<file path="src/design/agu_ram.sv">
// ============================================================================
// agu_ram - simple dual-port RAM
// One write port, one read port with registered read data.
// ============================================================================
module agu_ram #(
   parameter int  DEPTH = 64,
   parameter int  WIDTH = 32,
   localparam int AW    = $clog2(DEPTH)
) (
   input  logic             clock,
   input  logic             wr_en,
   input  logic [AW-1:0]    wr_addr,
   input  logic [WIDTH-1:0] wr_data,
   input  logic             rd_en,
   input  logic [AW-1:0]    rd_addr,
   output logic [WIDTH-1:0] rd_data
);

   logic [WIDTH-1:0] mem [DEPTH];
   logic [WIDTH-1:0] rd_data_ff;

   always_ff @(posedge clock) begin
      if (wr_en) begin
         mem[wr_addr] <= wr_data;
      end
   end

   always_ff @(posedge clock) begin
      if (rd_en) begin
         rd_data_ff <= mem[rd_addr];
      end
   end

   assign rd_data = rd_data_ff;

endmodule

</file>
<file path="config.mk">
export PLATFORM = sky130hd
export DESIGN_NAME = agu_ram
export DESIGN_NICKNAME = d
export VERILOG_FILES = /design/src/design/agu_ram.sv
export SDC_FILE = /design/constraint.sdc
export NUM_CORES = 2
export LEC_CHECK = 0
export BUFFER_PORTS_ARGS = -buffer_cell sky130_fd_sc_hd__buf_2
export CORE_MARGIN = 3
export CORE_UTILIZATION = 40
export DETAILED_ROUTE_END_ITERATION = 12
export GPL_TIMING_DRIVEN = 1
export PLACE_DENSITY = 0.56
export SETUP_SLACK_MARGIN = 0.4
export SYNTH_ARGS = -nofsm -noshare
export SYNTH_HDL_FRONTEND = slang
export SYNTH_SLANG_ARGS = --single-unit
export TNS_END_PERCENT = 100
</file>
<file path="constraint.sdc">
create_clock -name clock -period 4.7 [get_ports clock]
set_input_delay 0.705 -clock clock [delete_from_list [all_inputs] [get_ports clock]]
set_output_delay 0.705 -clock clock [all_outputs]
set_load 0.005 [all_outputs]
</file>
# Word-level counts from Yosys, hierarchy flattened
# Memories as Yosys holds them, arrays and structs flattened. A register that Yosys moved wholly into a read port is not among the register bits.
# Cells that the tools add are included.
# op_classes
n_mux	2
# ops
cell	count
2-to-1 mux 1 bit	2
# word_totals
ff_bits	0
mem_bits_rw	2048
output_inout_bits	32
word_cells	3
mem_count	1
# memory_table
name	words	word_bits	read_ports	rd_ports_with_merged_regs	write_ports	line_no	text
mem	64	32	1	1	1	19	logic [WIDTH-1:0] mem [DEPTH];

# Logic depth before layout (Yosys ltp)
# depth
ltp_word	2
depth_mapped	10
depth_no_buf	5

# Worst setup path before layout
# No wires, ideal clock.
# synth_timing
path_kind	input port to flip-flop
startpoint	input wr_addr[3]
endpoint	memory mem[48][0], enable pin
setup_time_ps	461
t_arrival_ps	3404
required_ps	4239
slack_ps	835
cell_stages	4
path_buffers	1
path_cell_list	clkbuf_1 -> nor2b_1 -> nand4b_1 -> nor3_1
# synth_lines
element	line_no	text
from (decl)	12	input logic [AW-1:0] wr_addr,
to (decl)	19	
# Straight into the memory's write port.

==> impl_metrics.py <==
metrics = {
    "clocking": {
        "ctsResizeCount": 0,
        "clockBufferDepth": 3,
        "clockRootBuffer": "clkbuf_16",
        "cts_sinks": 2080,
        "hold_buffers": 0,
        "cts_buffers": 206,
        "clkLatencyLatePin_ns": 0.84,
        "htreeDepth": 4,
        "cts_tree": "yes",
        "post-cts-setup-buffers": 0,
        "clk_pin_slew_ns": 0.06,
    },
    "route": {
        "firstDrtPassIters": 7,
        "drt_iter0_drc": 4359,
        "via_per_inst": 5.76,
        "wl_um": 217000,
        "wl_per_cell_um": 33.5,
        "ant_nets": 0,
        "dr_total_vias": 37200,
        "drcViolationCount": 0,
    },
    "logic_synthesis": {
        "yosysSeqAreaShare": 0.792,
        "synth_top_area_share": 0.792,
        "synth_seq_cells": 2080,
        "ys_top_cells_by_area": "edfxtp_1, mux4_2, mux2i_1",
        "synth-edff-count": 2080,
        "post-synth-top-count-cell": "edfxtp_1",
        "async_flop_share": 0,
        "yosysWarningCount": 0,
        "synthAdderAreaFrac": 0,
        "netlist-cell-type-count": 33,
        "syn_nets": 3371,
        "synth_area_um2": 78800,
        "synth.area.mux_share": 0.167,
        "yosys.area.top_type": "edfxtp_1",
        "synth-main-ff-cell": "edfxtp_1",
        "synth_area_per_cell_um2": 23.7,
        "synthCells": 3324,
        "yosys-top-cells-count": "edfxtp_1, mux4_2, nor2_1",
        "synth_compound_area_frac": 0.0167,
        "yosys.area_share.xor_xnor": 0,
        "synth_top_family_by_area": "multiplexers",
        "synth_simple_gate_area_frac": 0.0126,
    },
    "timing": {
        "setup_tns_ns": 0,
        "fin_crit_ns": 3.46,
        "finalMaxSlewViolations": 0,
        "relSlewSlack": 0.307,
        "setup_viol": 0,
        "rsz0062_at_grt": "no",
        "fmax_mhz": 289,
        "worst_pin_slew_ns": 1.04,
        "period_share": 0.736,
        "hold_viol_final": 0,
        "finClkSkew_ns": 0.0473,
    },
    "place": {
        "place_area_um2": 84300,
        "io_buffers": 78,
        "hpwl_um": 125000,
        "gp_congestion": 0.775,
    },
    "setup_path": {
        "slowest_delay_ns": 0.81,
        "cp_cell_sequence": "buf_8 > buf_4 > mux4_2 > mux4_2 > o22ai_1 > nor2_1",
        "crit_buf_inv": 2,
        "r2r_cells": 4,
        "critical_path_class": "in2reg",
        "critPathTopFamily": "multiplexers",
        "crit_start": "rd_addr[0]",
        "cp-endpoint": "rd_data[13]",
        "critical_path_peak_fanout": 45,
        "path_depth": 6,
        "crit_path_end_kind": "flop",
        "worstPathRequired_ns": 5.24,
        "slowest_stage": "o22ai_1",
        "cp.arrival_ns": 4.00,
        "reg2reg_slack_ns": 2.03,
        "start_kind": "input port",
        "worstReg2RegEnd": "rd_data[13]",
        "r2r-start": "mem[15][13]",
        "cp_common_cell": "mux4_2",
    },
    "power": {
        "power_density_nw_per_um2": 423,
        "ir_drop_uv": 336,
        "p_leak_nw": 28.2,
    },
    "finish": {
        "nets": 3718,
        "final_util": 0.464,
        "drive_above_1_share": 0.315,
        "finalInstanceArea_um2": 90700,
        "area_growth_pct": 15.0,
        "fill_cells": 16100,
    },
    "floorplan": {
        "dieArea_um2": 202000,
        "die_h_um": 450,
        "die_x_um": 450,
        "core-area_um2": 195000,
        "ios": 79,
        "initial_core_util": 0.403,
        "num_rows": 162,
    },
    "global_route": {
        "gr-usage-all-layers": 0.214,
        "grt_antenna_before_repair": 14,
        "grt.overflow.total": 0,
        "grt_pass1_wl_um": 304000,
        "grt_start_max_net_pins": 65,
        "first_global_vias": 38300,
    },
    "job": {
        "max_cap_viol_count": 0,
    },
    "worst_hold_path": {
        "min_path_type": "in2reg",
    },
    "status": {
        "status": "completed",
    },
}
-- how the worst min path moves through the flow --
| stage | start | to | slack (ns) | depth (start not counted) |
|---|---|---|---|---|
| 6_report | wr_data[0] | mem[43][0] | 0.30 | 1 |
| 3_5_place_dp | mem[56][17] | rd_data[17] | 0.93 | 5 |
| 3_3_place_gp | mem[56][17] | rd_data[17] | 0.93 | 5 |
| 4_1_cts | wr_data[0] | mem[44][0] | 0.24 | 1 |
| 2_1_floorplan | mem[12][17] | rd_data[17] | 0.75 | 4 |
| 5_1_grt | wr_data[0] | mem[36][0] | 0.26 | 1 |
-- routing by layer --
layer  part of all wire  global-route usage  wire (µm)
met4              0.023              0.0524       4980
met3              0.062              0.0306      13300
met5                  0                   0          0
met1               0.41               0.296      88800
met2               0.51               0.359     110000
-- report_power, final --
| part | leakage (nW) | internal (mW) | switching [mW] |
|---|---|---|---|
| combinational | 6.32 | 0.742 | 1.30 |
| clock | 3.10 | 8.73 | 6.90 |
| sequential | 18.7 | 20.6 | 0.0651 |
| total | 28.2 | 30.1 | 8.26 |
-- cell usage in the layout, fill, tap and decap left out, types with 27 or more instances in the layout --
cell / n
clkinv_2: 37
nor2_1: 75
buf_12: 29
o221ai_1: 27
o22ai_1: 84
a21oi_1: 62
clkinv_1: 54
buf_4: 214
clkbuf_1: 44
clkbuf_16: 209
mux4_2: 544
nor2_4: 62
edfxtp_1: 2080
mux2i_1: 93
buf_2: 74
-- flip-flops by register name (all words and copies together) (netlist names) --
name,cells
rd_data,32
mem,2048
-- logic make-up (layout without fill, tap and decap cells) --
logic type | after synthesis | in the layout
and+or+nand+nor | 223 | 223
other | 0 | 7
buffers and inverters | 182 | 692
AOI/OAI and AO/OA | 202 | 202
DFF | 2080 | 2080
muxes | 637 | 637
-- final cells by class --
cell class              count  area [µm²]  area share
flip-flops and latches   2080       62500       0.689
multi-input cells        1062       16000       0.176
clock buffers             253        5400      0.0595
well taps                2624        3280      0.0362
repair buffers            321        2610      0.0288
clock inverters           118         931      0.0103
diodes                      7        17.5    0.000193
-- per-stage QoR --
| step | instances | setup slack, ns | power, mW | hold WS [ns] |
|---|---|---|---|---|
| after floorplan | 3324 | 0.835 | 22.0 | 0.750 |
| after global placement | 6087 | 0.333 | 23.1 | 0.934 |
| after detailed placement | 6087 | 0.340 | 23.1 | 0.935 |
| after CTS | 6458 | 1.26 | 38.6 | 0.236 |
| after global routing | 6460 | 1.16 | 39.5 | 0.264 |
| final | 6465 | 1.24 | 38.3 | 0.295 |
No activity file was read; power rests on OpenSTA's default activity.
