===== src/design/agu_pkg.sv =====
// ============================================================================
// agu_pkg - shared types and constants for the activation gradient unit
// Widths, mode and operation codes, and the command word passed from the
// front end to the back end.
// ============================================================================
package agu_pkg;

   // Sizing
   localparam int MAX_ROW     = 64;
   localparam int FRAC_BITS   = 12;
   localparam int SLOPE_FRAC  = 12;
   localparam int DATA_W      = 16;
   localparam int ADDR_W      = $clog2(MAX_ROW);
   localparam int CNT_W       = $clog2(MAX_ROW + 1);
   localparam int DOT_W       = 40;
   localparam int MODE_W      = 3;
   localparam int SLOPE_W     = 12;
   localparam int CSR_IDX_W   = 2;
   localparam int CSR_DATA_W  = 12;
   localparam int RAM_W       = 2 * DATA_W;

   // Multiplier split: B operand is cut into a signed high part and an
   // unsigned low part so no single product exceeds ~16x22 bits.
   localparam int B_W         = DOT_W + 1;
   localparam int LO_W        = 21;
   localparam int HI_W        = B_W - LO_W;
   localparam int P_W         = DATA_W + B_W;
   localparam int R_W         = P_W + 1;

   localparam int FIFO_DEPTH  = 4;
   localparam int FIFO_PTR_W  = $clog2(FIFO_DEPTH);
   localparam int FIFO_CNT_W  = $clog2(FIFO_DEPTH + 1);

   // Arithmetic constants
   localparam logic signed [DATA_W+1:0] ONE_EXT  = (DATA_W + 2)'(2 ** FRAC_BITS);
   localparam logic signed [B_W-1:0]    ONE_SQ_B = B_W'(2 ** (2 * FRAC_BITS));
   localparam logic signed [R_W-1:0]    RND_SLOPE = R_W'(2 ** (SLOPE_FRAC - 1));
   localparam logic signed [R_W-1:0]    RND_PROD  = R_W'(2 ** (2 * FRAC_BITS - 1));
   localparam logic signed [R_W-1:0]    SAT_MAX   = R_W'(2 ** (DATA_W - 1) - 1);
   localparam logic signed [R_W-1:0]    SAT_MIN   = -SAT_MAX - R_W'(1);
   localparam logic [SLOPE_W-1:0]       SLOPE_RESET = SLOPE_W'(41);

   typedef enum logic [MODE_W-1:0] {
      MODE_LINEAR   = 3'd0,
      MODE_LOGISTIC = 3'd1,
      MODE_TANH     = 3'd2,
      MODE_RELU     = 3'd3,
      MODE_LEAKY    = 3'd4,
      MODE_SOFTMAX  = 3'd5
   } mode_type;

   typedef enum logic [CSR_IDX_W-1:0] {
      CSR_MODE = 2'd0,
      CSR_LEAK = 2'd1
   } csr_reg_type;

   typedef enum logic [2:0] {
      OP_PASS     = 3'd0,
      OP_ZERO     = 3'd1,
      OP_LOGISTIC = 3'd2,
      OP_TANH     = 3'd3,
      OP_LEAKY    = 3'd4,
      OP_ROW      = 3'd5,
      OP_SOFTMAX  = 3'd6
   } op_type;

   typedef enum logic [1:0] {
      SH_NONE  = 2'd0,
      SH_SLOPE = 2'd1,
      SH_PROD  = 2'd2
   } shift_type;

   typedef enum logic {
      ISSUE_CMD = 1'b0,
      ISSUE_ROW = 1'b1
   } issue_state_type;

   typedef struct packed {
      op_type                    op;
      logic signed [DATA_W-1:0]  y;
      logic signed [DATA_W-1:0]  g;
      logic                      last;
      logic [CNT_W-1:0]          count;
      logic signed [DOT_W-1:0]   dot;
      logic                      ovf;
   } cmd_type;

endpackage


===== src/design/agu_cmd_fifo.sv =====
// ============================================================================
// agu_cmd_fifo - command queue between front end and back end
// Small flop-based FIFO of cmd_type words.
// ============================================================================
module agu_cmd_fifo import agu_pkg::*; (
   input  logic    clock,
   input  logic    reset,
   input  logic    push,
   input  cmd_type din,
   input  logic    pop,
   output cmd_type dout,
   output logic    full,
   output logic    empty
);

   cmd_type                entries_ff [FIFO_DEPTH];
   logic [FIFO_PTR_W-1:0]  wr_ptr_ff, wr_ptr_in;
   logic [FIFO_PTR_W-1:0]  rd_ptr_ff, rd_ptr_in;
   logic [FIFO_CNT_W-1:0]  count_ff, count_in;
   logic                   push_ok, pop_ok;

   assign full    = (count_ff == FIFO_CNT_W'(FIFO_DEPTH));
   assign empty   = (count_ff == '0);
   assign push_ok = push && !full;
   assign pop_ok  = pop && !empty;
   assign dout    = entries_ff[rd_ptr_ff];

   always_comb begin
      wr_ptr_in = push_ok ? wr_ptr_ff + FIFO_PTR_W'(1) : wr_ptr_ff;
      rd_ptr_in = pop_ok  ? rd_ptr_ff + FIFO_PTR_W'(1) : rd_ptr_ff;
      count_in  = count_ff;
      if (push_ok && !pop_ok) begin
         count_in = count_ff + FIFO_CNT_W'(1);
      end else if (pop_ok && !push_ok) begin
         count_in = count_ff - FIFO_CNT_W'(1);
      end
   end

   always_ff @(posedge clock) begin
      if (reset) begin
         wr_ptr_ff <= '0;
         rd_ptr_ff <= '0;
         count_ff  <= '0;
      end else begin
         wr_ptr_ff <= wr_ptr_in;
         rd_ptr_ff <= rd_ptr_in;
         count_ff  <= count_in;
      end
   end

   always_ff @(posedge clock) begin
      if (push_ok) begin
         entries_ff[wr_ptr_ff] <= din;
      end
   end

endmodule


===== config.mk =====
export PLATFORM = sky130hd
export DESIGN_NAME = agu_cmd_fifo
export DESIGN_NICKNAME = d
export VERILOG_FILES = /design/src/design/agu_pkg.sv /design/src/design/agu_cmd_fifo.sv
export SDC_FILE = /design/constraint.sdc
export NUM_CORES = 1
export LEC_CHECK = 0
export BUFFER_PORTS_ARGS = -buffer_cell sky130_fd_sc_hd__buf_2
export CAP_MARGIN = 20
export CORE_ASPECT_RATIO = 1.5
export CORE_UTILIZATION = 51
export DETAILED_ROUTE_END_ITERATION = 12
export PLACE_DENSITY = 0.79
export SYNTH_ARGS = -nofsm -noshare
export SYNTH_HDL_FRONTEND = slang
export SYNTH_SLANG_ARGS = --single-unit

===== constraint.sdc =====
create_clock -name clock -period 3.6 [get_ports clock]
set_input_delay 0.72 -clock clock [delete_from_list [all_inputs] [get_ports clock]]
set_output_delay 0.72 -clock clock [all_outputs]
set_load 0.005 [all_outputs]

# ---- Word-level counts from Yosys, hierarchy flattened
# Memories as Yosys holds them, arrays and structs flattened. A register that Yosys moved wholly into a read port is not among the register bits.
# Index checks and enable logic that the tools add are counted.
dict set report word_totals {
  regBits 7
  wordCells 25
  output_inout_bits 86
  ram_bits 336
  mem_count 1
  in_bits 88
}
dict set report op_classes {
  n_reduce_logical 10
  muxes 6
  add_sub_neg 4
  n_eq_ne 1
}
# name depth word_bits rd rd_clocked_by_memory_dff write_ports line
set mem_list {}
lappend mem_list {entries_ff 4 84 1 1 1 agu_cmd_fifo.sv:16} ;# cmd_type entries_ff [FIFO_DEPTH];
# cell n
set ops {}
lappend ops {{two-way mux 3 bit} 2}
lappend ops {{adder 2 x 1 -> 2 bit, second input constant} 2}
lappend ops {{logical AND 1 bit} 4}
lappend ops {{logical NOT 1 bit} 4}
lappend ops {{two-way mux 2 bit} 2}
lappend ops {{adder 3 x 1 -> 3 bit, second input constant} 1}
lappend ops {{== test 3 bit, second input constant} 1}
lappend ops {{logical NOT 3 bit} 1}
lappend ops {{subtractor 3 x 1 -> 3 bit, second input constant} 1}
lappend ops {{two-way mux 1 bit} 2}
lappend ops {{nonzero test 2 bit} 1}

# ---- Longest topological paths before layout
dict set report depth {
  depth_word 7
  mapped_depth 8
  depth_no_buf 8
}

# ---- Worst setup path after synthesis
# No wires, ideal clock.
dict set report synth_path {
  path_type {in2reg}
  from {input push}
  to {memory entries_ff[2][0] in the netlist's numbering, enable pin}
  arrival_time_ns 3.013
  setup_slack_ns 0.136
  setup_ns 0.452
  path_stages 3
  cell_sequence {inv_1 > nor2_1 > and2_1}
}
dict set report synth_via {
  elab_chain_cells 3
}
# element line
set synth_lines {}
lappend synth_lines {{start: declaration} agu_cmd_fifo.sv:8} ;# input logic push,
lappend synth_lines {{logical AND 1 bit} agu_cmd_fifo.sv:24} ;# assign push_ok = push && !full;
lappend synth_lines {{net push_ok} agu_cmd_fifo.sv:20} ;# logic push_ok, pop_ok;
lappend synth_lines {{two-way mux 1 bit} agu_cmd_fifo.sv:52} ;# if (push_ok) begin
lappend synth_lines {{two-way mux 1 bit (not written as such)} agu_cmd_fifo.sv:53} ;# entries_ff[wr_ptr_ff] <= din;
lappend synth_lines {{end: declaration} agu_cmd_fifo.sv:16}
# The timed path passes the listed nets, and every way through them passes these cells.

==> flow_metrics.tcl <==
set metrics [dict create \
    outcome "finished, violations left" \
    violations "design-rule violations" \
    p_sw_mw 2.501 \
    timing.rr.end "entries_ff[0][3]$_DFFE_PP_" \
    syn-num-nets 580 \
    drc 2 \
    arrival_ps 2290 \
    cts_resized 0 \
    overflow 0 \
    place.gp.congestion 0.7064 \
    power_frac_comb 0.208 \
    avgSynthCellArea_sq_um 25.89 \
    cellPowerDensity_nw_per_um2 687.7 \
    skew_ps 16.88 \
    drv_cap 0 \
    final-hold-violation-count 0 \
    min_to "entries_ff[0][73]$_DFFE_PP_" \
    final.setup.worst_slack_ps 589.3 \
    ys_top_cells_by_area "edfxtp_1, mux4_2, dfxtp_1" \
    drt-initial-drc-count 300 \
    ios 174 \
    rsz0062_at_grt "no" \
    rr_startpoint "count_ff[0]$_SDFFE_PP0P_" \
    intPower_mw 7.699 \
    clock_latency_ps 560 \
    final_cells 1030 \
    hold-worst-slack_ps 367.8 \
    worst_pin_slew_ps 701.6 \
    synth_top_area_cell "edfxtp_1" \
    antenna_found_initial 2 \
    wl_per_cell_um 21.63 \
    ant_nets 0 \
    timing.final.max_slew_violations 0 \
    hp-class "in -> reg" \
    synth.ff_latch_count 345 \
    portBuffers 173 \
    path_clk_slew_ps 60 \
    num_vias 5632 \
    die-area_sq_um 25310 \
    rrSetupSlack_ps 1360 \
    coreArea_sq_um 24260 \
    synth.top_cell.area_share 0.8020 \
    drive_gt1_frac 0.4481 \
    p_leak_nw 4.933 \
    post-route-period-util 0.8363 \
    area_delta_synth_final_pct 17.88 \
    dp.cells 971 \
    postCtsSetupBuffers 0 \
    pwr-share-clk 0.305 \
    root_buffer "clkbuf_16" \
    crit_path_max_fanout 35 \
    fin_crit_ps 3011 \
    first_pass_iters 11 \
    pwr-share-seq 0.487 \
    h-tree-depth 1 \
    setup_viol 0 \
    cts_buffers 30 \
    hold_buffers 0 \
    fill_cells 1677 \
    grt_max_degree 85 \
    switching_share 0.2452 \
    cts_num_sinks 345 \
    worstSetupPathType "reg -> out" \
    die_h_um 194.4 \
    relSlewSlack 0.5323 \
    crit_path_end_kind "output port" \
    grt_pass1_vias 6118 \
    synthDistinctLibCells 22 \
    r2r_cells 4 \
    post-route-util 0.6113 \
    ir_drop_v 0.0004799 \
    fin_setup_tns_ps 0 \
    wl_um 22270 \
    netlist_area_sq_um 12580 \
    clk_path_buf_depth 3 \
    max_freq_mhz 332.1 \
    netlist_instances 486 \
    grt_pass1_wl_um 33850 \
    start_kind "register" \
    row_count 70 \
    ys_seq_area_frac 0.8163 \
    critPathRequiredTime_ps 2880 \
    dp_hpwl_um 13200 \
    start_util 0.5186 \
    vias_per_cell 5.468 \
    fin_nets 773 \
    yosys_warnings 0 \
    cts_tree "done" \
    track_usage 0.1820 \
    pre_cts_ws_ps 1038 \
    holdCritStartpoint "din[73]" \
    hold_depth 1 \
    dieWidth_um 130.2 \
]
==> critical path: stages, from the launching register on <==
cell	delay [ps]
dfxtp_4	360
buf_4	550
mux4_2	630
buf_2	150
==> cell type report <==
cell class	count	area [sq um]	share of cell area
timing repair buffer	180	993.5	0.06699
clock inverter	21	196.4	0.01325
inverter	4	15.01	0.001012
antenna	3	7.507	0.0005062
clock buffer	35	769.5	0.05189
tap	324	405.4	0.02733
sequential	345	10280	0.6930
multi-input combinational	118	2166	0.1460
==> cell families (layout without fill, tap and decap cells) <==
logic type                 after synthesis  after routing  share of synthesized area
buffers and inverters                   23            240                    0.01233
DFF                                    345            345                     0.8163
other                                    0              3                          0
AOI/OAI and AO/OA                        6              6                   0.002885
xor gates and xnor gates                 4              4                   0.002784
adders and majority gates                6              6                   0.006564
muxes                                   86             86                     0.1520
and+or+nand+nor                         16             16                   0.007159
==> metrics by stage <==
| stage | instance area [sq um] | power, mW |
|---|---|---|
| after floorplan | 12580 | 6.426 |
| after global routing | 14830 | 10.63 |
| after CTS | 14820 | 10.33 |
| after detailed placement | 13860 | 7.220 |
| after global placement | 13860 | 7.153 |
| final | 14830 | 10.20 |
==> cell usage after synthesis <==
library cell and number:
nor3_1 1, o311ai_0 1, and2_1 4, mux4_2 84, dfxtp_1 9, buf_6 7, o31ai_1 1, buf_4 2
nand2b_1 2, mux2i_1 2, nor2_1 6, edfxtp_1 336, or3_1 2, a21oi_1 2, o21ai_0 2, nor3b_2 1
buf_2 7, clkbuf_1 3, xor2_1 4, inv_1 4, ha_1 5, fa_1 1
==> power groups by stage <==
| stage | clock (mW) | sequential [mW] | combinational, mW |
|---|---|---|---|
| floorplan | 0 | 5.01 | 1.42 |
| global placement | 0 | 5.02 | 2.13 |
| detailed placement | 0 | 5.06 | 2.16 |
| CTS | 3.18 | 4.98 | 2.17 |
| global route | 3.32 | 5.00 | 2.31 |
| finish | 3.11 | 4.97 | 2.12 |
==> metal layers <==
| layer | part of all wire | track usage |
|---|---|---|
| met5 | 0 | 0 |
| met4 | 0.030 | 0.07838 |
| met3 | 0.047 | 0.02780 |
| met2 | 0.56 | 0.3335 |
| met1 | 0.36 | 0.2064 |
==> worst max path at each step <==
| stage | from | end |
|---|---|---|
| 6_report | register | dout[60] |
| 5_1_grt | register | dout[63] |
| 4_1_cts | register | dout[63] |
| 3_5_place_dp | push | entries_ff[0][3]$_DFFE_PP_ |
| 3_3_place_gp | push | count_ff[2]$_SDFFE_PP0P_ |
| 2_1_floorplan | push | entries_ff[2][0]$_DFFE_PP_ |
==> flip-flops by register name (all words and copies together) (netlist names), named ones only <==
name and count:
count_ff 3, entries_ff 336, wr_ptr_ff 2, rd_ptr_ff 2
==> cells in the final DEF, fill, tap and decap left out, drive strengths merged, types with 4 or more instances in the layout <==
cell      Yosys  final
ha            5      5
buf          16    180
and2          4      4
clkbuf        3     35
clkinvlp      0      4
nor2          6      6
inv           4      4
dfxtp         9      9
clkinv        0     14
xor2          4      4
edfxtp      336    336
mux4         84     84
Power figures use the tool's default switching activity.
