<file path="src/design/agu_pkg.sv">
// ============================================================================
// agu_pkg - shared types and constants for the activation gradient unit
// Widths, mode and operation codes, and the command word passed from the
// front end to the back end.
// ============================================================================
package agu_pkg;

   // Sizing
   localparam int MAX_ROW     = 64;
   localparam int FRAC_BITS   = 12;
   localparam int SLOPE_FRAC  = 12;
   localparam int DATA_W      = 16;
   localparam int ADDR_W      = $clog2(MAX_ROW);
   localparam int CNT_W       = $clog2(MAX_ROW + 1);
   localparam int DOT_W       = 40;
   localparam int MODE_W      = 3;
   localparam int SLOPE_W     = 12;
   localparam int CSR_IDX_W   = 2;
   localparam int CSR_DATA_W  = 12;
   localparam int RAM_W       = 2 * DATA_W;

   // Multiplier split: B operand is cut into a signed high part and an
   // unsigned low part so no single product exceeds ~16x22 bits.
   localparam int B_W         = DOT_W + 1;
   localparam int LO_W        = 21;
   localparam int HI_W        = B_W - LO_W;
   localparam int P_W         = DATA_W + B_W;
   localparam int R_W         = P_W + 1;

   localparam int FIFO_DEPTH  = 4;
   localparam int FIFO_PTR_W  = $clog2(FIFO_DEPTH);
   localparam int FIFO_CNT_W  = $clog2(FIFO_DEPTH + 1);

   // Arithmetic constants
   localparam logic signed [DATA_W+1:0] ONE_EXT  = (DATA_W + 2)'(2 ** FRAC_BITS);
   localparam logic signed [B_W-1:0]    ONE_SQ_B = B_W'(2 ** (2 * FRAC_BITS));
   localparam logic signed [R_W-1:0]    RND_SLOPE = R_W'(2 ** (SLOPE_FRAC - 1));
   localparam logic signed [R_W-1:0]    RND_PROD  = R_W'(2 ** (2 * FRAC_BITS - 1));
   localparam logic signed [R_W-1:0]    SAT_MAX   = R_W'(2 ** (DATA_W - 1) - 1);
   localparam logic signed [R_W-1:0]    SAT_MIN   = -SAT_MAX - R_W'(1);
   localparam logic [SLOPE_W-1:0]       SLOPE_RESET = SLOPE_W'(41);

   typedef enum logic [MODE_W-1:0] {
      MODE_LINEAR   = 3'd0,
      MODE_LOGISTIC = 3'd1,
      MODE_TANH     = 3'd2,
      MODE_RELU     = 3'd3,
      MODE_LEAKY    = 3'd4,
      MODE_SOFTMAX  = 3'd5
   } mode_type;

   typedef enum logic [CSR_IDX_W-1:0] {
      CSR_MODE = 2'd0,
      CSR_LEAK = 2'd1
   } csr_reg_type;

   typedef enum logic [2:0] {
      OP_PASS     = 3'd0,
      OP_ZERO     = 3'd1,
      OP_LOGISTIC = 3'd2,
      OP_TANH     = 3'd3,
      OP_LEAKY    = 3'd4,
      OP_ROW      = 3'd5,
      OP_SOFTMAX  = 3'd6
   } op_type;

   typedef enum logic [1:0] {
      SH_NONE  = 2'd0,
      SH_SLOPE = 2'd1,
      SH_PROD  = 2'd2
   } shift_type;

   typedef enum logic {
      ISSUE_CMD = 1'b0,
      ISSUE_ROW = 1'b1
   } issue_state_type;

   typedef struct packed {
      op_type                    op;
      logic signed [DATA_W-1:0]  y;
      logic signed [DATA_W-1:0]  g;
      logic                      last;
      logic [CNT_W-1:0]          count;
      logic signed [DOT_W-1:0]   dot;
      logic                      ovf;
   } cmd_type;

endpackage

</file>
<file path="src/design/agu_if.sv">
// ============================================================================
// agu_if - channel interfaces of the activation gradient unit
// Request, response and register write channels, each valid/ready.
// ============================================================================
interface agu_req_if import agu_pkg::*; ();
   logic                     valid;
   logic                     ready;
   logic signed [DATA_W-1:0] out_value;
   logic signed [DATA_W-1:0] grad_in;
   logic                     row_last;

   modport source (output valid, output out_value, output grad_in, output row_last,
                   input ready);
   modport sink   (input valid, input out_value, input grad_in, input row_last,
                   output ready);
endinterface


interface agu_csr_if import agu_pkg::*; ();
   logic                  valid;
   logic                  ready;
   logic [CSR_IDX_W-1:0]  reg_index;
   logic [CSR_DATA_W-1:0] wr_data;

   modport source (output valid, output reg_index, output wr_data, input ready);
   modport sink   (input valid, input reg_index, input wr_data, output ready);
endinterface

</file>
<file path="src/design/agu_front.sv">
// ============================================================================
// agu_front - request intake, register file and softmax row buffering
// Classifies each pair by mode into a back-end command; in softmax mode
// stores the row and accumulates the dot product.
// ============================================================================
module agu_front import agu_pkg::*; (
   input  logic               clock,
   input  logic               reset,
   agu_req_if.sink            req_ch,
   agu_csr_if.sink            csr_ch,
   input  logic               fifo_full,
   output logic               fifo_push,
   output cmd_type            fifo_din,
   output logic               ram_wr_en,
   output logic [ADDR_W-1:0]  ram_wr_addr,
   output logic [RAM_W-1:0]   ram_wr_data,
   input  logic               row_done,
   output logic [SLOPE_W-1:0] leak_slope
);

   logic [MODE_W-1:0]        mode_ff, mode_in;
   logic [SLOPE_W-1:0]       slope_ff, slope_in;
   logic [CNT_W-1:0]         count_ff, count_in;
   logic signed [DOT_W-1:0]  dot_ff, dot_in;
   logic                     ovf_ff, ovf_in;
   logic                     row_busy_ff, row_busy_in;

   logic                     is_soft;
   logic                     accept;
   logic                     room;
   logic                     y_neg;
   logic signed [2*DATA_W-1:0] yg_prod;
   op_type                   elem_op;

   assign is_soft      = (mode_ff == MODE_SOFTMAX);
   // one row at a time in the buffer: hold softmax input while a row drains
   assign req_ch.ready = !fifo_full && !(is_soft && row_busy_ff);
   assign csr_ch.ready = 1'b1;
   assign accept       = req_ch.valid && req_ch.ready;
   assign room         = (count_ff < CNT_W'(MAX_ROW));
   assign y_neg        = req_ch.out_value[DATA_W-1];
   assign yg_prod      = req_ch.out_value * req_ch.grad_in;
   assign leak_slope   = slope_ff;

   always_comb begin
      unique case (mode_ff)
         MODE_LOGISTIC: elem_op = OP_LOGISTIC;
         MODE_TANH:     elem_op = OP_TANH;
         MODE_RELU:     elem_op = y_neg ? OP_ZERO  : OP_PASS;
         MODE_LEAKY:    elem_op = y_neg ? OP_LEAKY : OP_PASS;
         default:       elem_op = OP_PASS;
      endcase
   end

   always_comb begin
      mode_in     = mode_ff;
      slope_in    = slope_ff;
      count_in    = count_ff;
      dot_in      = dot_ff;
      ovf_in      = ovf_ff;
      row_busy_in = row_busy_ff;

      fifo_push     = 1'b0;
      fifo_din      = '0;
      fifo_din.op   = elem_op;
      fifo_din.y    = req_ch.out_value;
      fifo_din.g    = req_ch.grad_in;
      fifo_din.last = req_ch.row_last;

      ram_wr_en   = 1'b0;
      ram_wr_addr = count_ff[ADDR_W-1:0];
      ram_wr_data = {req_ch.out_value, req_ch.grad_in};

      if (accept) begin
         if (is_soft) begin
            if (room) begin
               ram_wr_en = 1'b1;
               count_in  = count_ff + CNT_W'(1);
               dot_in    = dot_ff + DOT_W'(yg_prod);
            end else begin
               ovf_in = 1'b1;
            end
            if (req_ch.row_last) begin
               fifo_push      = 1'b1;
               fifo_din.op    = OP_ROW;
               fifo_din.count = count_in;
               fifo_din.dot   = dot_in;
               fifo_din.ovf   = ovf_in;
               count_in       = '0;
               dot_in         = '0;
               ovf_in         = 1'b0;
               row_busy_in    = 1'b1;
            end
         end else begin
            fifo_push = 1'b1;
         end
      end

      if (row_done) begin
         row_busy_in = 1'b0;
      end

      if (csr_ch.valid) begin
         unique case (csr_reg_type'(csr_ch.reg_index))
            CSR_MODE: begin
               mode_in  = csr_ch.wr_data[MODE_W-1:0];
               count_in = '0;
               dot_in   = '0;
               ovf_in   = 1'b0;
            end
            CSR_LEAK: slope_in = csr_ch.wr_data[SLOPE_W-1:0];
            default: ;
         endcase
      end
   end

   always_ff @(posedge clock) begin
      if (reset) begin
         mode_ff     <= MODE_LINEAR;
         slope_ff    <= SLOPE_RESET;
         count_ff    <= '0;
         dot_ff      <= '0;
         ovf_ff      <= 1'b0;
         row_busy_ff <= 1'b0;
      end else begin
         mode_ff     <= mode_in;
         slope_ff    <= slope_in;
         count_ff    <= count_in;
         dot_ff      <= dot_in;
         ovf_ff      <= ovf_in;
         row_busy_ff <= row_busy_in;
      end
   end

   a_count_bound: assert property (@(posedge clock) disable iff (reset)
      count_ff <= CNT_W'(MAX_ROW))
      else $error("row count beyond buffer depth");

   a_done_busy: assert property (@(posedge clock) disable iff (reset)
      row_done |-> row_busy_ff)
      else $error("row drain finished with no row outstanding");

endmodule

</file>
<file path="src/flat_wrapper.sv">
// flat-port wrapper written by rule: the top's interface ports become plain ports
module agu_front_flat import agu_pkg::*;
  (clock, reset, fifo_full, fifo_push, fifo_din, ram_wr_en, ram_wr_addr, ram_wr_data, row_done, leak_slope, req_ch_valid, req_ch_out_value, req_ch_grad_in, req_ch_row_last, req_ch_ready, csr_ch_valid, csr_ch_reg_index, csr_ch_wr_data, csr_ch_ready);
  agu_req_if req_ch_i ();
  agu_csr_if csr_ch_i ();
  input  logic clock;
  input  logic reset;
  input  logic fifo_full;
  output logic fifo_push;
  output cmd_type fifo_din;
  output logic ram_wr_en;
  output logic [ADDR_W-1:0] ram_wr_addr;
  output logic [RAM_W-1:0] ram_wr_data;
  input  logic row_done;
  output logic [SLOPE_W-1:0] leak_slope;
  input wire logic [$bits(req_ch_i.valid)-1:0] req_ch_valid;
  input wire logic [$bits(req_ch_i.out_value)-1:0] req_ch_out_value;
  input wire logic [$bits(req_ch_i.grad_in)-1:0] req_ch_grad_in;
  input wire logic [$bits(req_ch_i.row_last)-1:0] req_ch_row_last;
  output wire logic [$bits(req_ch_i.ready)-1:0] req_ch_ready;
  input wire logic [$bits(csr_ch_i.valid)-1:0] csr_ch_valid;
  input wire logic [$bits(csr_ch_i.reg_index)-1:0] csr_ch_reg_index;
  input wire logic [$bits(csr_ch_i.wr_data)-1:0] csr_ch_wr_data;
  output wire logic [$bits(csr_ch_i.ready)-1:0] csr_ch_ready;
  assign req_ch_i.valid = req_ch_valid;
  assign req_ch_i.out_value = req_ch_out_value;
  assign req_ch_i.grad_in = req_ch_grad_in;
  assign req_ch_i.row_last = req_ch_row_last;
  assign req_ch_ready = req_ch_i.ready;
  assign csr_ch_i.valid = csr_ch_valid;
  assign csr_ch_i.reg_index = csr_ch_reg_index;
  assign csr_ch_i.wr_data = csr_ch_wr_data;
  assign csr_ch_ready = csr_ch_i.ready;
  agu_front u_core (.clock(clock), .reset(reset), .req_ch(req_ch_i), .csr_ch(csr_ch_i), .fifo_full(fifo_full), .fifo_push(fifo_push), .fifo_din(fifo_din), .ram_wr_en(ram_wr_en), .ram_wr_addr(ram_wr_addr), .ram_wr_data(ram_wr_data), .row_done(row_done), .leak_slope(leak_slope));
endmodule
</file>
<file path="config.mk">
export PLATFORM = sky130hd
export DESIGN_NAME = agu_front_flat
export DESIGN_NICKNAME = d
export VERILOG_FILES = /design/src/design/agu_pkg.sv /design/src/design/agu_if.sv /design/src/design/agu_front.sv /design/src/flat_wrapper.sv
export SDC_FILE = /design/constraint.sdc
export NUM_CORES = 1
export LEC_CHECK = 0
export BUFFER_PORTS_ARGS = -buffer_cell sky130_fd_sc_hd__buf_2
export CORE_MARGIN = 8
export CORE_UTILIZATION = 55
export CTS_BUF_LIST = sky130_fd_sc_hd__clkbuf_8
export CTS_CLUSTER_SIZE = 28
export DETAILED_ROUTE_END_ITERATION = 12
export GPL_TIMING_DRIVEN = 0
export MAX_ROUTING_LAYER = met4
export PLACE_DENSITY = 0.76
export SLEW_MARGIN = 5
export SYNTH_ARGS = -nofsm -noshare
export SYNTH_HDL_FRONTEND = slang
export SYNTH_SLANG_ARGS = --single-unit
</file>
<file path="constraint.sdc">
create_clock -name clock -period 7.9 [get_ports clock]
set_clock_uncertainty 0.1 [all_clocks]
set_input_delay 0 -clock clock [delete_from_list [all_inputs] [get_ports clock]]
set_output_delay 0 -clock clock [all_outputs]
set_load 0.05 [all_outputs]
</file>
# Yosys cells after proc, flatten, opt, wreduce, memory -nomap -nowiden
# Index checks and enable logic that the tools add are counted.
# Widths: inputs -> output; s select.
[word_totals] output_inout_bits=138 inputBits=53 regBits=64 word_cells=59
[classes] n_eq_ne=6 addsub=2 n_mul=1 order_cmp=1 n_reduce_logical=10 muxes=33
[ops] op="$mux 40" n=6
[ops] op="$mux 48" n=3
[ops] op="$mux 7" n=6
[ops] op="$add 40x32->40" n=1
[ops] op="$mul 16x16->32" n=1
[ops] op="$mux 1" n=13
[ops] op="$mux 3" n=4
[ops] op="$pmux 3 s4" n=1
[ops] op="$add 7x1->7 const B" n=1
[ops] op="$lt 7x7->1 const B" n=1
[ops] op="$eq 3x2->1 const B" n=2
[ops] op="$eq 3x3->1 const B" n=2
[ops] op="$reduce_and 2->1" n=2
[ops] op="$eq 3x1->1 const B" n=1
[ops] op="$logic_and 1x1->1" n=3
[ops] op="$reduce_and 3->1" n=1
[ops] op="$eq 2x1->1 const B" n=1
[ops] op="$logic_not 1->1" n=2
[ops] op="$logic_not 2->1" n=1
[ops] op="$reduce_or 2->1" n=1

# Logic depth before layout (Yosys ltp)
[depth] word_depth=8 depth_mapped=26 depth_no_buf=24

# Least setup slack after synthesis
# OpenSTA, ideal clock, no wires.
[synth_path] path_type="input -> output" start="input req_ch_out_value[15]" end="output fifo_din[40] in the netlist's numbering" arrival_ns=7.077 required_time_ns=7.800 cell_stages=24 setup_slack_ns=0.723 cell_sequence="clkbuf_1 -> clkbuf_1 -> nand2_1 -> inv_1 -> fa_1 -> fa_1 -> inv_1 -> fa_1 -> fa_1 -> inv_1 -> fa_1 -> inv_1 -> fa_1 -> inv_1 -> ha_1 -> nand2_1 -> nor4_1 -> nand2_1 -> o21ai_0 -> a41o_1 -> o41a_1 -> and2_1 -> nor2_1 -> a211oi_1"
[synth_rtl] item="start, declared" line="flat_wrapper.sv:17" rtl="input wire logic [$bits(req_ch_i.out_value)-1:0] req_ch_out_value;"
[synth_rtl] item="end, declared" line="flat_wrapper.sv:10" rtl="output cmd_type fifo_din;"

==> results.md <==
- Fmax: 133 MHz
- Syn Inst Count: 1863
- Number of nets in the layout: 2582
- DRC Markers: 0
- Detail Placement HPWL: around 38000 um
- Synthesized area per cell: 8.68 um2
- CTS Buffer Depth: 2
- Total grt overflow: 0
- Pre-CTS setup slack: -0.489 ns
- Simple-gate share of the synthesized area: 15.6%
- Sequential element share of the synthesized area: 7.93%
- Slew headroom: 39.4%
- Unrepaired setup endpoints after global routing: no
- Max Cap Violations: 0
- Share of cells above drive strength 1: roughly 15%
- Hold Vio Cnt, Final: 0
- Area growth syn-to-layout: 11.8%
- Max Transition Viols Final: 0
- Largest net degree at the start of global routing: 24
- H-tree depth: 3
- Fin crit share: 95.4%
- Type of origin of the critical path: input pin
- Kind of critical path: in2out
- Crit-path cells: clkbuf_4 -> clkbuf_4 -> nand2_1 -> inv_1 -> fa_2 -> fa_1 -> inv_1 -> fa_2 -> fa_2 -> fa_1 -> fa_1 -> inv_1 -> ha_1 -> buf_6 -> nand4_2 -> or4_1 -> or4_1 -> o22ai_1 -> nor2_1 -> o2bb2ai_2 -> o21ai_2 -> nor4b_2 -> a311o_1 -> buf_2
- DR WL/cell: 17.8 um
- RD Place Congestion: 0.947
- Core box area: 28900 um2
- Register bit count reported by yosys: 64
- DRT Wirelength: roughly 44000 um
- N_diodes: 0
- Num CTS Buffers: 9
- First-pass DRT Iterations: 5
- Worst path required time: 7.80 ns
- Initial antenna violation count: 0
- Vias in the first global route: 13900
- Min Tclk post-route: 7.54 ns
- Net Count, Synth: roughly 2400
- CTS tree: done
- Cell Rows: 62
- Cell family with most CP delay: adder cells
- Global Route Usage Sum: 26.2%
- Top post-synthesis cells by area: fa_1 (41%), inv_1 (9.5%), ha_1 (9.0%), dfxtp_1 (7.9%), nand2_1 (5.3%)
- First-pass GRT wire length: 73000 um
- I/O Pins: roughly 190
- Clock transition at path regs: ~0.08 ns
- Drt initial violations: roughly 730
- Via count: 13100
- Status: finished clean
- Post-synthesis mux area share: 1.18%
- Hold Crit Class: in2reg
- Critical Path Fanout Max: 10
- Main flop type after synthesis: dfxtp_1
- Synth Cell Area: between 15000 and 20000 um2
- Final setup vio count: 0
- Commonest non-fill, non-tap cell in the layout: inv_1
- Die X: between 150 and 200 um
- Largest incremental delay on the critical path: 0.73 ns
- Most frequent cells in the layout: inv_1 (410), fa_1 (327), nand2_1 (227), buf_2 (186), and2_1 (123)
- Die Y: 187 um
- Final WS setup: approximately 0.36 ns
- EDFF count, synth: 0
- IO buf count: 186
- Yosys cell types: 67
- Remaining antenna violation count: 0
- Adder-Cell Fraction of Synth Area: 49.9%
- Number of fill cells: 2491
- Crit path capture type: output pin
- Worst path bufs/invs: 7
- Initial core utilization: between 50% and 60%
- Root Buffer: clkbuf_8
- Post-DR vias/cell: 5.29
- Min Hold Slack: roughly 0.018 ns
- CP max stage cell: fa_2
- Leading area contributor after synthesis: fa_1
- Synth Area in Compound Gates: under 10%
- Main combinational cell family by area after synthesis: adder cells
- YS warnings: 0
- Slew @ Worst Pin: 0.902 ns
- Share of the synthesized area in the top cell type: 40.9%
- Worst-Skew Late Latency: 0.35 ns
- Clk sinks: 64
- XOR/XNOR Fraction of Synth Area: 2.49%
- Setup TNS: 0 ns
- Worst path arrival time: ~7.4 ns
- Ys async rst share: 0%
- DIE AREA: 35100 um2
## synth_stat cells (3+ instances only)
cell and n:
inv_1 411, nor4_1 4, nor3_1 18, mux2i_1 19
a21o_1 12, a31oi_1 6, dfxtp_1 64, nor2_1 103
or2_2 3, nand2b_1 5, fa_1 330, o21a_1 3
xnor2_1 29, o21ai_0 39, ha_1 116, xor2_1 17
a21oi_1 70, clkbuf_8 6, nand3b_1 6, nand3_1 17
a22o_1 5, nand4_1 5, a211oi_1 6, and2_1 123
and3_2 3, or4_1 3, a22oi_1 21, nand2_1 227
o21bai_1 7, nor4b_1 5, buf_4 75, clkbuf_1 55
buf_1 4
## routing by layer
| layer | wire length, um | vias to the layer above | global-route usage, % |
|---|---|---|---|
| li1 | - | 6005 | - |
| met1 | 18700 | 6458 | 34.2 |
| met2 | 20700 | 527 | 41.7 |
| met3 | 3350 | 80 | 4.16 |
| met4 | 1260 | 0 | 7.97 |
| met5 | 0 | - | - |
## through the flow
| step | utilization (%) | instance area [um2] | instances |
|---|---|---|---|
| 6_report | 62.6 | 18100 | 2472 |
| 5_1_grt | 62.6 | 18100 | 2472 |
| 4_1_cts | 62.4 | 18000 | 2470 |
| 3_3_place_gp | 60.9 | 17600 | 2433 |
| 3_5_place_dp | 60.9 | 17600 | 2433 |
| 2_1_floorplan | - | 16200 | 1863 |
## final timing paths
kind                         start               endpoint  slack (ns)  cells after the start
max reg2reg      u_core.dot_ff[15]      u_core.dot_ff[25]        2.04                     18
min            csr_ch_reg_index[1]      u_core.mode_ff[0]        0.02                      4
min reg2reg  u_core.leak_slope[11]  u_core.leak_slope[11]        0.36                      2
max           req_ch_out_value[15]           fifo_din[39]        0.36                     24
## area by class of cell
class / count / area (um2) / area share [%]
inverters: 412 / 1550 / 8.58
flip-flops and latches: 64 / 1280 / 7.09
clock buffers: 9 / 124 / 0.686
plain buffers: 138 / 882 / 4.88
well taps: 384 / 480 / 2.66
clock inverters: 7 / 103 / 0.568
repair buffers: 213 / 1190 / 6.57
multi-input cells: 1245 / 12500 / 69.0
## worst min-delay path: stages
cell and delay, ns:
buf_2 0.09, nor3b_1 0.12, mux2i_1 0.14, nor2_1 0.08
## cell families (layout without fill, tap and decap cells)
logic type               Yosys count  in the layout
other                              1              1
buffers and inverters            554            779
adder cells (fa/ha/maj)          446            446
XOR/XNOR                          46             46
AO/OA/AOI/OAI                    199            199
AND/OR/NAND/NOR                  534            534
multiplexers                      19             19
flip-flops                        64             64
## sequential cells by signal, indices dropped and copies added, names as in the netlist
signal,cells
u_core.dot_ff,40
u_core.row_busy_ff,1
u_core.mode_ff,3
u_core.leak_slope,12
u_core.count_ff,7
u_core.ovf_ff,1
## repair_timing
| item | CTS | global route |
|---|---|---|
| hold buffers | 21 | 0 |
| gates resized for setup | 3 | 7 |
| endpoints found under the setup margin | 5 | 4 |
| gates cloned | 0 | 0 |
| endpoints found under the hold margin | 18 | 0 |
| pin swaps | 0 | 1 |
| buffers inserted | 0 | 6 |
Power is left out: the tool's default activity adds up to more than one toggle a clock period on the data nets, which glitch-free logic cannot reach.
